[config.mk]
export PLATFORM = sky130hd
export DESIGN_NAME = length_prefixed_string_ring_top
export DESIGN_NICKNAME = d
export VERILOG_FILES = /design/src/hw/rtl/lpsr_pkg.sv /design/src/hw/rtl/lpsr_ctrl.sv /design/src/hw/rtl/lpsr_datapath.sv /design/src/hw/rtl/length_prefixed_string_ring_top.sv
export SDC_FILE = /design/constraint.sdc
export NUM_CORES = 1
export LEC_CHECK = 0
export ABC_CLOCK_PERIOD_IN_PS = 5700
export BUFFER_PORTS_ARGS = -buffer_cell sky130_fd_sc_hd__buf_4
export CAP_MARGIN = 10
export CORE_UTILIZATION = 39
export CTS_CLUSTER_DIAMETER = 120
export DETAILED_ROUTE_END_ITERATION = 7
export GPL_ROUTABILITY_DRIVEN = 1
export PLACE_DENSITY_LB_ADDON = 0.1
export SYNTH_ARGS = -nofsm -noshare
export SYNTH_HDL_FRONTEND = slang
export SYNTH_HIERARCHICAL = 1
export SYNTH_SLANG_ARGS = --single-unit
[constraint.sdc]
create_clock -name clk -period 5.7 [get_ports clk]
set_clock_uncertainty 0.2 [all_clocks]
set_input_delay 0.57 -clock clk [delete_from_list [all_inputs] [get_ports clk]]
set_output_delay 0.57 -clock clk [all_outputs]
set_load 0.005 [all_outputs]
[src/hw/rtl/lpsr_pkg.sv]
// ----------------------------------------------------------------------------
// lpsr_pkg
// Shared sizes, status codes, function codes and controller/datapath structs
// for the length-prefixed string ring.
// ----------------------------------------------------------------------------
package lpsr_pkg;

  // Ring geometry (power of two)
  localparam int RING_DEPTH = 64;
  localparam int ADDR_W     = $clog2(RING_DEPTH);
  localparam int FREE_W     = ADDR_W + 1;

  // Item field widths
  localparam int FUNC_W   = 2;
  localparam int LEN_W    = 6;
  localparam int CHAR_W   = 8;
  localparam int STATUS_W = 3;

  // Width wide enough to compare packet size against free room
  localparam int CMP_W = (FREE_W > LEN_W + 1) ? FREE_W : LEN_W + 1;

  // Function codes
  localparam logic [FUNC_W-1:0] FN_PUSH_HDR  = 2'd0;
  localparam logic [FUNC_W-1:0] FN_PUSH_CHAR = 2'd1;
  localparam logic [FUNC_W-1:0] FN_POP       = 2'd2;

  // Result status codes
  localparam logic [STATUS_W-1:0] ST_ACCEPTED     = 3'd0;
  localparam logic [STATUS_W-1:0] ST_REJECTED     = 3'd1;
  localparam logic [STATUS_W-1:0] ST_EMPTY        = 3'd2;
  localparam logic [STATUS_W-1:0] ST_BUSY         = 3'd3;
  localparam logic [STATUS_W-1:0] ST_DATA         = 3'd4;
  localparam logic [STATUS_W-1:0] ST_EMPTY_STRING = 3'd5;

  // Commands from controller to datapath
  typedef struct packed {
    logic exec;       // run a one-result item (push, rejected or deferred pop)
    logic pop_start;  // accept a pop and fetch its header byte
    logic hdr_load;   // header byte is back: load count, advance read index
    logic emit;       // send one character of the run
  } lpsr_cmd_t;

  // Status from datapath to controller
  typedef struct packed {
    logic pop_go;     // incoming item is a pop that will produce a run
    logic hdr_empty;  // fetched header describes an empty string
    logic last_char;  // the character now emitted is the last of the run
  } lpsr_stat_t;

endpackage

[src/hw/rtl/lpsr_ctrl.sv]
// ----------------------------------------------------------------------------
// lpsr_ctrl
// Controller state machine: accepts items, sequences header fetch and the
// character run of a pop, and paces the run against the output register.
// ----------------------------------------------------------------------------
module lpsr_ctrl
  import lpsr_pkg::*;
(
  input  logic       clk,
  input  logic       rst,
  input  logic       in_valid,
  output logic       in_ready,
  input  logic       out_valid,
  input  logic       out_ready,
  input  lpsr_stat_t dp_stat,
  output lpsr_cmd_t  cmd
);

  localparam logic [1:0] S_IDLE = 2'd0;
  localparam logic [1:0] S_HDR  = 2'd1;
  localparam logic [1:0] S_EMIT = 2'd2;

  logic [1:0] state;
  logic [1:0] state_next;
  logic       slot_free;

  // Output register can take a result this cycle
  assign slot_free = !out_valid || out_ready;

  // Next state and commands
  always_comb begin
    state_next = state;
    cmd        = '0;
    in_ready   = 1'b0;
    case (state)
      S_IDLE: begin
        in_ready = slot_free;
        if (in_valid && slot_free) begin
          if (dp_stat.pop_go) begin
            cmd.pop_start = 1'b1;
            state_next    = S_HDR;
          end else begin
            cmd.exec = 1'b1;
          end
        end
      end
      S_HDR: begin
        cmd.hdr_load = 1'b1;
        state_next   = dp_stat.hdr_empty ? S_IDLE : S_EMIT;
      end
      S_EMIT: begin
        if (slot_free) begin
          cmd.emit = 1'b1;
          if (dp_stat.last_char) begin
            state_next = S_IDLE;
          end
        end
      end
      default: begin
        state_next = S_IDLE;
      end
    endcase
  end

  // State register
  always_ff @(posedge clk) begin
    if (rst) begin
      state <= S_IDLE;
    end else begin
      state <= state_next;
    end
  end

endmodule

[src/hw/rtl/lpsr_datapath.sv]
// ----------------------------------------------------------------------------
// lpsr_datapath
// Byte ring memory, read/write indices, pending character count, run counter
// and the output result register.
// ----------------------------------------------------------------------------
module lpsr_datapath
  import lpsr_pkg::*;
(
  input  logic                clk,
  input  logic                rst,
  input  lpsr_cmd_t           cmd,
  output lpsr_stat_t          dp_stat,
  input  logic [FUNC_W-1:0]   func,
  input  logic [LEN_W-1:0]    str_length,
  input  logic [CHAR_W-1:0]   char_in,
  input  logic                tx_busy,
  output logic                out_valid,
  input  logic                out_ready,
  output logic [STATUS_W-1:0] status,
  output logic [CHAR_W-1:0]   char_out,
  output logic                last,
  output logic [FREE_W-1:0]   free_space
);

  logic [CHAR_W-1:0] mem [RING_DEPTH];

  logic [ADDR_W-1:0] read_index;
  logic [ADDR_W-1:0] read_index_next;
  logic [ADDR_W-1:0] write_index;
  logic [ADDR_W-1:0] write_index_next;
  logic [LEN_W-1:0]  chars_to_write;
  logic [LEN_W-1:0]  chars_to_write_next;
  logic [LEN_W-1:0]  count;
  logic [FREE_W-1:0] free_hold;
  logic [CHAR_W-1:0] rdata;

  logic [ADDR_W-1:0]   occupied;
  logic [FREE_W-1:0]   room;
  logic [FREE_W-1:0]   room_after;
  logic [ADDR_W-1:0]   occ_after_pop;
  logic [FREE_W-1:0]   free_after_pop;
  logic                is_empty;
  logic [CMP_W-1:0]    packet;
  logic                hdr_ok;
  logic                char_ok;
  logic                wr_en;
  logic [CHAR_W-1:0]   wr_data;
  logic                rd_en;
  logic [LEN_W-1:0]    hdr_n;
  logic [STATUS_W-1:0] exec_status;

  // Occupancy and free room of the ring as it stands
  assign occupied = write_index - read_index;
  assign room     = FREE_W'(RING_DEPTH) - {1'b0, occupied};
  assign is_empty = (read_index == write_index);

  // Header fetched from the ring: character count of the packet
  assign hdr_n = (rdata == '0) ? '0 : LEN_W'(rdata - CHAR_W'(1));

  // Push decisions
  assign packet  = CMP_W'(str_length) + CMP_W'(1);
  assign hdr_ok  = (chars_to_write == '0) && (packet < CMP_W'(room));
  assign char_ok = (chars_to_write != '0);

  // Status back to the controller
  assign dp_stat.pop_go    = (func == FN_POP) && !is_empty && !tx_busy &&
                             (chars_to_write == '0);
  assign dp_stat.hdr_empty = (hdr_n == '0);
  assign dp_stat.last_char = (count == LEN_W'(1));

  // Write side and result code of a one-result item
  always_comb begin
    wr_en               = 1'b0;
    wr_data             = char_in;
    write_index_next    = write_index;
    chars_to_write_next = chars_to_write;
    exec_status         = ST_REJECTED;
    case (func)
      FN_PUSH_HDR: begin
        if (hdr_ok) begin
          exec_status = ST_ACCEPTED;
          if (cmd.exec) begin
            wr_en               = 1'b1;
            wr_data             = CHAR_W'(packet);
            write_index_next    = write_index + ADDR_W'(1);
            chars_to_write_next = str_length;
          end
        end
      end
      FN_PUSH_CHAR: begin
        if (char_ok) begin
          exec_status = ST_ACCEPTED;
          if (cmd.exec) begin
            wr_en               = 1'b1;
            write_index_next    = write_index + ADDR_W'(1);
            chars_to_write_next = chars_to_write - LEN_W'(1);
          end
        end
      end
      FN_POP: begin
        exec_status = is_empty ? ST_EMPTY : ST_BUSY;
      end
      default: begin
        exec_status = ST_REJECTED;
      end
    endcase
  end

  // Free room after a one-result item
  assign room_after = FREE_W'(RING_DEPTH) - {1'b0, write_index_next - read_index};

  // Free room once the whole packet at the read index is gone
  assign occ_after_pop  = write_index - read_index - ADDR_W'(1) - ADDR_W'(hdr_n);
  assign free_after_pop = FREE_W'(RING_DEPTH) - {1'b0, occ_after_pop};

  // Read index advances past the header and past each emitted character
  assign read_index_next = (cmd.hdr_load || cmd.emit) ? read_index + ADDR_W'(1)
                                                      : read_index;

  // Fetch the byte at the next read position when the run needs it
  assign rd_en = cmd.pop_start || (cmd.hdr_load && (hdr_n != '0)) ||
                 (cmd.emit && !dp_stat.last_char);

  // Ring memory
  always_ff @(posedge clk) begin
    if (wr_en) begin
      mem[write_index] <= wr_data;
    end
    if (rd_en) begin
      rdata <= mem[read_index_next];
    end
  end

  // Indices and pending character count
  always_ff @(posedge clk) begin
    if (rst) begin
      read_index     <= '0;
      write_index    <= '0;
      chars_to_write <= '0;
    end else begin
      read_index     <= read_index_next;
      write_index    <= write_index_next;
      chars_to_write <= chars_to_write_next;
    end
  end

  // Run counter and free room carried by every result of the run
  always_ff @(posedge clk) begin
    if (rst) begin
      count <= '0;
    end else if (cmd.hdr_load) begin
      count <= hdr_n;
    end else if (cmd.emit) begin
      count <= count - LEN_W'(1);
    end
  end

  always_ff @(posedge clk) begin
    if (cmd.hdr_load) begin
      free_hold <= free_after_pop;
    end
  end

  // Output result register
  always_ff @(posedge clk) begin
    if (rst) begin
      out_valid <= 1'b0;
    end else if (cmd.exec || cmd.emit || (cmd.hdr_load && dp_stat.hdr_empty)) begin
      out_valid <= 1'b1;
    end else if (out_ready) begin
      out_valid <= 1'b0;
    end
  end

  always_ff @(posedge clk) begin
    if (cmd.exec) begin
      status     <= exec_status;
      char_out   <= '0;
      last       <= 1'b1;
      free_space <= room_after;
    end else if (cmd.hdr_load && dp_stat.hdr_empty) begin
      status     <= ST_EMPTY_STRING;
      char_out   <= '0;
      last       <= 1'b1;
      free_space <= free_after_pop;
    end else if (cmd.emit) begin
      status     <= ST_DATA;
      char_out   <= rdata;
      last       <= dp_stat.last_char;
      free_space <= free_hold;
    end
  end

  // A run only emits while characters remain
  a_emit_count: assert property (@(posedge clk) disable iff (rst)
    cmd.emit |-> (count != '0))
    else $error("emit with empty run counter");

  // Emit and one-result loads never overrun a waiting result
  a_slot_free: assert property (@(posedge clk) disable iff (rst)
    (cmd.emit || cmd.exec) |-> (!out_valid || out_ready))
    else $error("result register overrun");

  // Characters still owed always fit, keeping one slot free
  a_reserve_fits: assert property (@(posedge clk) disable iff (rst)
    (chars_to_write != '0) |->
      ((CMP_W + 1)'(occupied) + (CMP_W + 1)'(chars_to_write) <
       (CMP_W + 1)'(RING_DEPTH)))
    else $error("pending characters exceed free room");

  // No write lands while a pop run is in progress
  a_no_write_in_run: assert property (@(posedge clk) disable iff (rst)
    (cmd.hdr_load || cmd.emit) |-> !wr_en)
    else $error("ring write during pop run");

endmodule

[src/hw/rtl/length_prefixed_string_ring_top.sv]
// ----------------------------------------------------------------------------
// length_prefixed_string_ring_top
// A push-header, push-char, unused-selector or deferred/empty pop item gives
// one result; the next item is taken in the following cycle only if the
// output register is then empty or its result leaves at that edge, so a
// result held by out_ready low stalls the input. A pop that finds a packet
// of n characters first does the registered read of the header byte from
// the ring memory, then loads its count, then sends one character per cycle
// while out_ready stays high. No item is taken during a run. The ring holds
// RING_DEPTH bytes with one slot always left free; free_space reports the
// room after the whole item, the same on each result.
// ----------------------------------------------------------------------------
module length_prefixed_string_ring_top
  import lpsr_pkg::*;
(
  input  logic                clk,
  input  logic                rst,
  input  logic                in_valid,
  output logic                in_ready,
  input  logic [FUNC_W-1:0]   func,
  input  logic [LEN_W-1:0]    str_length,
  input  logic [CHAR_W-1:0]   char_in,
  input  logic                tx_busy,
  output logic                out_valid,
  input  logic                out_ready,
  output logic [STATUS_W-1:0] status,
  output logic [CHAR_W-1:0]   char_out,
  output logic                last,
  output logic [FREE_W-1:0]   free_space
);

  lpsr_cmd_t  cmd;
  lpsr_stat_t dp_stat;

  // Sequencer
  lpsr_ctrl u_ctrl (
    .clk       (clk),
    .rst       (rst),
    .in_valid  (in_valid),
    .in_ready  (in_ready),
    .out_valid (out_valid),
    .out_ready (out_ready),
    .dp_stat   (dp_stat),
    .cmd       (cmd)
  );

  // Ring storage and result register
  lpsr_datapath u_datapath (
    .clk        (clk),
    .rst        (rst),
    .cmd        (cmd),
    .dp_stat    (dp_stat),
    .func       (func),
    .str_length (str_length),
    .char_in    (char_in),
    .tx_busy    (tx_busy),
    .out_valid  (out_valid),
    .out_ready  (out_ready),
    .status     (status),
    .char_out   (char_out),
    .last       (last),
    .free_space (free_space)
  );

endmodule

Yosys cells after proc, flatten, opt, wreduce, memory -nomap -nowiden
Memory sizes are Yosys's and may differ from the RTL's. A register that Yosys moved wholly into a read port is not among the register bits.
Index checks and enable logic that the tools add are counted.
{"block": "classes", "add_sub_neg": 13, "multipliers": 0, "div": 0, "n_lt_le_gt_ge": 1, "eq_ne": 14, "shifts": 0, "n_mux": 48, "bitwise": 0, "reduce_logical": 32}
{"operator": "6-bit 2-to-1 mux", "count": 11}
{"operator": "8-bit 2-to-1 mux", "count": 3}
{"operator": "6-bit one-hot mux with 2 select lines", "count": 2}
{"operator": "6-bit by 1-bit subtractor with 6-bit output, second input constant", "count": 4}
{"operator": "7-bit 2-to-1 mux", "count": 3}
{"operator": "7-bit by 6-bit subtractor with 7-bit output, first input constant", "count": 3}
{"operator": "6-bit subtractor", "count": 3}
{"operator": "1-bit 2-to-1 mux", "count": 16}
{"operator": "2-bit 2-to-1 mux", "count": 7}
{"operator": "2-bit by 1-bit != test with 1-bit output, second input constant", "count": 7}
{"operator": "6-bit by 1-bit adder with 6-bit output, second input constant", "count": 2}
{"operator": "6-bit zero test", "count": 2}
{"operator": "6-bit nonzero test", "count": 2}
{"operator": "3-bit 2-to-1 mux", "count": 3}
{"operator": "3-bit one-hot mux with 3 select lines", "count": 1}
{"operator": "1-bit logical AND", "count": 8}
{"operator": "8-bit zero test", "count": 1}
{"operator": "6-bit by 1-bit adder with 7-bit output, second input constant", "count": 1}
{"operator": "7-bit less-than comparator", "count": 1}
{"operator": "6-bit by 1-bit equality test with 1-bit output, second input constant", "count": 1}
{"operator": "6-bit equality test", "count": 1}
{"operator": "1-bit logical OR", "count": 6}
{"operator": "2-bit one-hot mux with 3 select lines", "count": 1}
{"operator": "2-bit nonzero test", "count": 3}
{"operator": "10 further kinds", "count": 16}
{"block": "word_totals", "regBits": 53, "latch_bits": 0, "mem_bits_rw": 512, "mem_bits_ro": 0, "input_bits": 21, "out_inout_bits": 21, "elab_cells": 120, "memories": 1}
{"name": "u_datapath.mem", "depth": 64, "width": 8, "read_ports": 1, "rd_ports_with_merged_regs": 1, "write_ports": 1, "line_no": "lpsr_datapath.sv:25", "text": "logic [CHAR_W-1:0] mem [RING_DEPTH];"}

Depth between registers and ports, before layout
{"block": "depth", "ltp_word": 14, "depth_mapped": 28, "ltp_nobuf": 26}

Hierarchy
Netlist, hierarchy kept.
{"mod": "lpsr_datapath", "instances": 1, "cells_per_inst": 1371, "area_per_inst_um2": 23780.3, "seq_area_each_um2": 16806.1}
{"mod": "lpsr_ctrl", "instances": 1, "cells_per_inst": 16, "area_per_inst_um2": 143.9, "seq_area_each_um2": 40.0}

Worst setup path before layout
OpenSTA, ideal clock, no wires.
{"block": "synth_path", "kind": "reg2reg", "startpoint": "register u_datapath.read_index[1]", "endpoint": "memory u_datapath.mem[0][0] (data pin)", "setup_time_ps": 563, "arrival_ps": 5280, "path_slack_ps": -343, "path_stages_with_launch": 15, "n_path_buf": 0, "cell_sequence": "dfxtp_1 -> inv_1 -> ha_1 -> and3b_1 -> or3_1 -> and2_0 -> nor2_1 -> nand2_1 -> xor2_1 -> ha_1 -> nand4_1 -> o21ai_0 -> or2_2 -> nor3_2 -> mux2i_1"}
{"block": "synth_between", "elab_chain_cells": 11}
{"element": "start: declaration", "line_no": "lpsr_datapath.sv:27", "text": "logic [ADDR_W-1:0] read_index;"}
{"element": "start signal: assignment", "line_no": "lpsr_datapath.sv:141", "text": "read_index <= read_index_next;"}
{"element": "parallel branches: the longest is 9 deep, another holds 7-bit by 6-bit subtractor with 7-bit output"}
{"element": "8-bit 2-to-1 mux *", "line_no": "lpsr_datapath.sv:80", "text": "if (hdr_ok) begin"}
{"element": "8-bit 2-to-1 mux *", "line_no": "lpsr_datapath.sv:78", "text": "case (func)"}
{"element": "via u_datapath.wr_data[0]", "line_no": "lpsr_datapath.sv:47", "text": "logic [CHAR_W-1:0] wr_data;"}
{"element": "end: declaration", "line_no": "lpsr_datapath.sv:25"}
Mark *: on every way through the listed nets, which the timed path passes.

Worst setup path in the final report
{"block": "layout_path", "startpoint": "register u_datapath.read_index[1]", "endpoint": "register u_datapath.free_space[4] (data pin)"}
{"block": "layout_between", "elab_chain_cells": 14}
{"element": "parallel branches: the longest is 13 deep, another holds 7-bit by 6-bit subtractor with 7-bit output"}
{"element": "7-bit 2-to-1 mux *", "line_no": "lpsr_datapath.sv:176", "text": "if (cmd.exec) begin"}
{"element": "end signal: assignment", "line_no": "lpsr_datapath.sv:180", "text": "free_space <= room_after;"}
{"element": "end signal: assignment", "line_no": "lpsr_datapath.sv:185", "text": "free_space <= free_after_pop;"}
{"element": "end signal: assignment", "line_no": "lpsr_datapath.sv:190", "text": "free_space <= free_hold;"}
{"element": "end: declaration", "line_no": "lpsr_datapath.sv:22", "text": "output logic [FREE_W-1:0] free_space"}
Every way passes the cells marked *.
A chain may end at the register's enable or synchronous reset.

==> qor.csv <==
metric;value;unit
max_slew.worst_pin.slew;0.971;ns
worst_ir_drop_vdd;0.251;mV
clock_tree_from_tritoncts;done;
rows;90;
layout-drive-gt1-share;24.9;%
post-route-util;45.9;%
wire_length_of_the_first_global_routing_pass;88.9;mm
worstPathCellList;inv_1 -> ha_1 -> and3b_1 -> or3_4 -> and2_2 -> nor2_1 -> nand2_1 -> xor2_1 -> ha_1 -> nand2_1 -> o211ai_1 -> o31a_1 -> nor2_2 -> xnor2_1 -> ha_1 -> inv_1 -> fa_2 -> a21o_1 -> a21o_1 -> xor2_2 -> xor2_1 -> nor2_1 -> a221o_1;
ff2ff_path_depth;23;
die_w;250;µm
coreArea;0.0605;mm²
finish.net_count;1586;
cp_data_required_time;5.87;ns
mostFrequentLayoutCells;edfxtp_1, buf_4, mux4_2;
whs;0.117;ns
master_cell_of_the_clock_root_buffer;clkbuf_16;
remaining_drc_errors;0;
synth_async_sr_flop_share;0;%
cp_slowest_cell;or3_4;
worst_hold_stages;2;
drv_slew;0;
min_path_type;input port to register;
critical-path-max-stage-delay;0.40;ns
clkSlewWorstSetupHoldPaths;0.06;ns
grt_usage;19.5;%
synthesis.nets;1441;
setup_viol_count_final;0;
power.density;325;mW/mm²
final_cells;2363;
detail_route.wl_per_cell;25.5;µm
max-clock-path-buffers;3;
grt_pass1_vias;13100;
crit_path_end_kind;register;
grt_max_degree;71;
floorplan.io_pins;42;
grt_antenna_before_repair;0;
antenna_violating_nets_post_route;0;
detail_route.wirelength.met1;27.1;mm
firstDrtPassIters;5;
multi_input_area;0.00680;mm²
worst_path_dominant_cell_family;simple AND/OR/NAND/NOR gates;
synth.ff_latch_count;573;
io_buffer_count;41;
place_inst;2249;
synth_sequential_area_ratio;70.4;%
critPathMaxFanout;4;
initial_core_utilization;39.6;%
ys_types;75;
die_height;250;µm
worstSkewPairLatency;0.63;ns
dr.first_iter.drc_count;917;
cts-htree-levels;2;
synth-main-ff-cell;edfxtp_1;
setup_repair_after_global_routing_missed_its_margin;false;
layout.filler_cells;5209;
max-slew-margin-rel;34.8;%
globalRoute.totalOverflow;0;
crit_cells;23;
most_frequent_standard_cell_in_the_layout_excluding_fill_and_tap_cells;edfxtp_1;
dr_total_vias;13000;
synthesis.instances;1387;
reg2reg_setup_slack;0.29;ns
areaGrowthSynthToFinish;16.1;%
path_common_cell;ha_1;
syn-cell-area;0.0239;mm²
die_area;0.0623;mm²
met3_length;2.74;mm
yosysWarnings;6;
insertedDiodeCount;0;
critPathLaunchType;register;
post-route-period-util;95.0;%
maxCapViolCount;0;
setup.worst_path.class;register to register;
detailed_place_hpwl;37.4;mm
p_leak;9.24;nW
critical_path.n_buffers_inverters;2;
highest_layer;met4;
finalHoldViolCount;0;
finalWeightedCongestion;0.865;
cts.sink_count;573;
cts_made_buffers;60;
outcome;complete, no violations;
finalCriticalPeriod;5.41;ns
synth_edf_count;537;
cp_data_arrival_time;5.58;ns
fmax;0.185;GHz
route.met2.wl;28.6;mm
storage_cell_area;0.0168;mm²
avgSynthCellArea;17.2;µm²
routed_wirelength;60.2;mm
final_total_negative_setup_slack;0;ns
via_per_inst;5.51;
timing repair:
action | 4_1_cts | 5_1_grt
hold buffers | 1 | 0
buffers inserted | 0 | 2
gates resized for setup | 0 | 10
setup endpoints to repair | 0 | 4
hold endpoints to repair | 1 | 0
state kept, by name, summed over array words and instances (netlist names):
register and flops:
u_ctrl/state 2, u_datapath/chars_to_write 6, u_datapath/free_space 7, u_datapath/status 3, u_datapath/out_valid 1, u_datapath/count 6
u_datapath/rdata 8, u_datapath/free_hold 7, u_datapath/mem 512, u_datapath/char_out 8, u_datapath/last 1, u_datapath/write_index 6
u_datapath/read_index 6
kinds of logic after synthesis:
logic type | count (synthesis) | synth area share, %
AND/OR/NAND/NOR | 338 | 6.63
adder cells (fa/ha/maj) | 33 | 1.82
buffers and inverters | 90 | 1.60
AO/OA/AOI/OAI | 136 | 3.95
flip-flops | 573 | 70.4
multiplexers | 169 | 13.7
XOR/XNOR | 48 | 1.88
metal layers:
metal,up-vias,GRT usage (%)
met5,-,0
met1,6796,27.2
met4,0,6.58
met2,309,31.3
met3,98,2.85
li1,5827,-
area by class of cell:
| cell class | count | area share, % |
|---|---|---|
| Clock buffer | 73 | 5.74 |
| Clock inverter | 38 | 1.21 |
| Inverter | 32 | 0.433 |
| Multi-Input combinational cell | 724 | 24.5 |
| Sequential cell | 573 | 60.7 |
| Tap cell | 782 | 3.52 |
| Timing Repair Buffer | 141 | 3.95 |
cells in the mapped netlist (4+ instances only):
master / n / area [µm²]
nor2_1: 113 / 424
a32oi_1: 5 / 43.8
a211oi_1: 11 / 82.6
nor2b_1: 8 / 50.1
a21o_1: 7 / 52.6
o22ai_1: 20 / 125
mux2_2: 7 / 78.8
a221oi_1: 5 / 43.8
mux4_2: 126 / 2840
a21oi_1: 30 / 150
edfxtp_1: 537 / 16100
a22oi_1: 8 / 60.1
buf_1: 7 / 26.3
xor2_1: 23 / 201
o21ai_0: 20 / 100
clkbuf_1: 26 / 97.6
or3_1: 4 / 25.0
mux2i_1: 36 / 360
ha_1: 30 / 375
nand2b_1: 8 / 50.1
a211o_1: 6 / 52.6
and3_1: 4 / 25.0
inv_1: 30 / 113
nor3_1: 47 / 235
buf_2: 21 / 105
nand4_1: 13 / 81.3
nand2_1: 91 / 342
xnor2_1: 22 / 193
nand3_1: 19 / 95.1
dfxtp_1: 36 / 721
through the flow:
| step | setup WS, ns | power [mW] | area [µm²] |
|---|---|---|---|
| CTS | 0.0554 | 9.12 | 27700 |
| global route | 0.0273 | 9.32 | 27800 |
| global placement | 0.200 | 5.24 | 25800 |
| floorplan | 0.110 | 5.04 | 23900 |
| detailed placement | 0.0737 | 5.25 | 25800 |
| finish | 0.287 | 9.02 | 27800 |
power by group:
group	total, mW	switching [mW]	internal, mW
clock network	3.86	1.62	2.24
registers	4.69	0.00898	4.68
logic	0.477	0.319	0.158
final timing paths:
kind,from,end
setup / recovery,u_datapath/read_index[1],u_datapath/free_space[4]
hold / removal,rst,u_datapath/out_valid
setup reg to reg,u_datapath/read_index[1],u_datapath/free_space[4]
hold reg to reg,u_datapath/chars_to_write[1],u_datapath/chars_to_write[1]
Note: power is estimated with default switching activity, not from simulation.
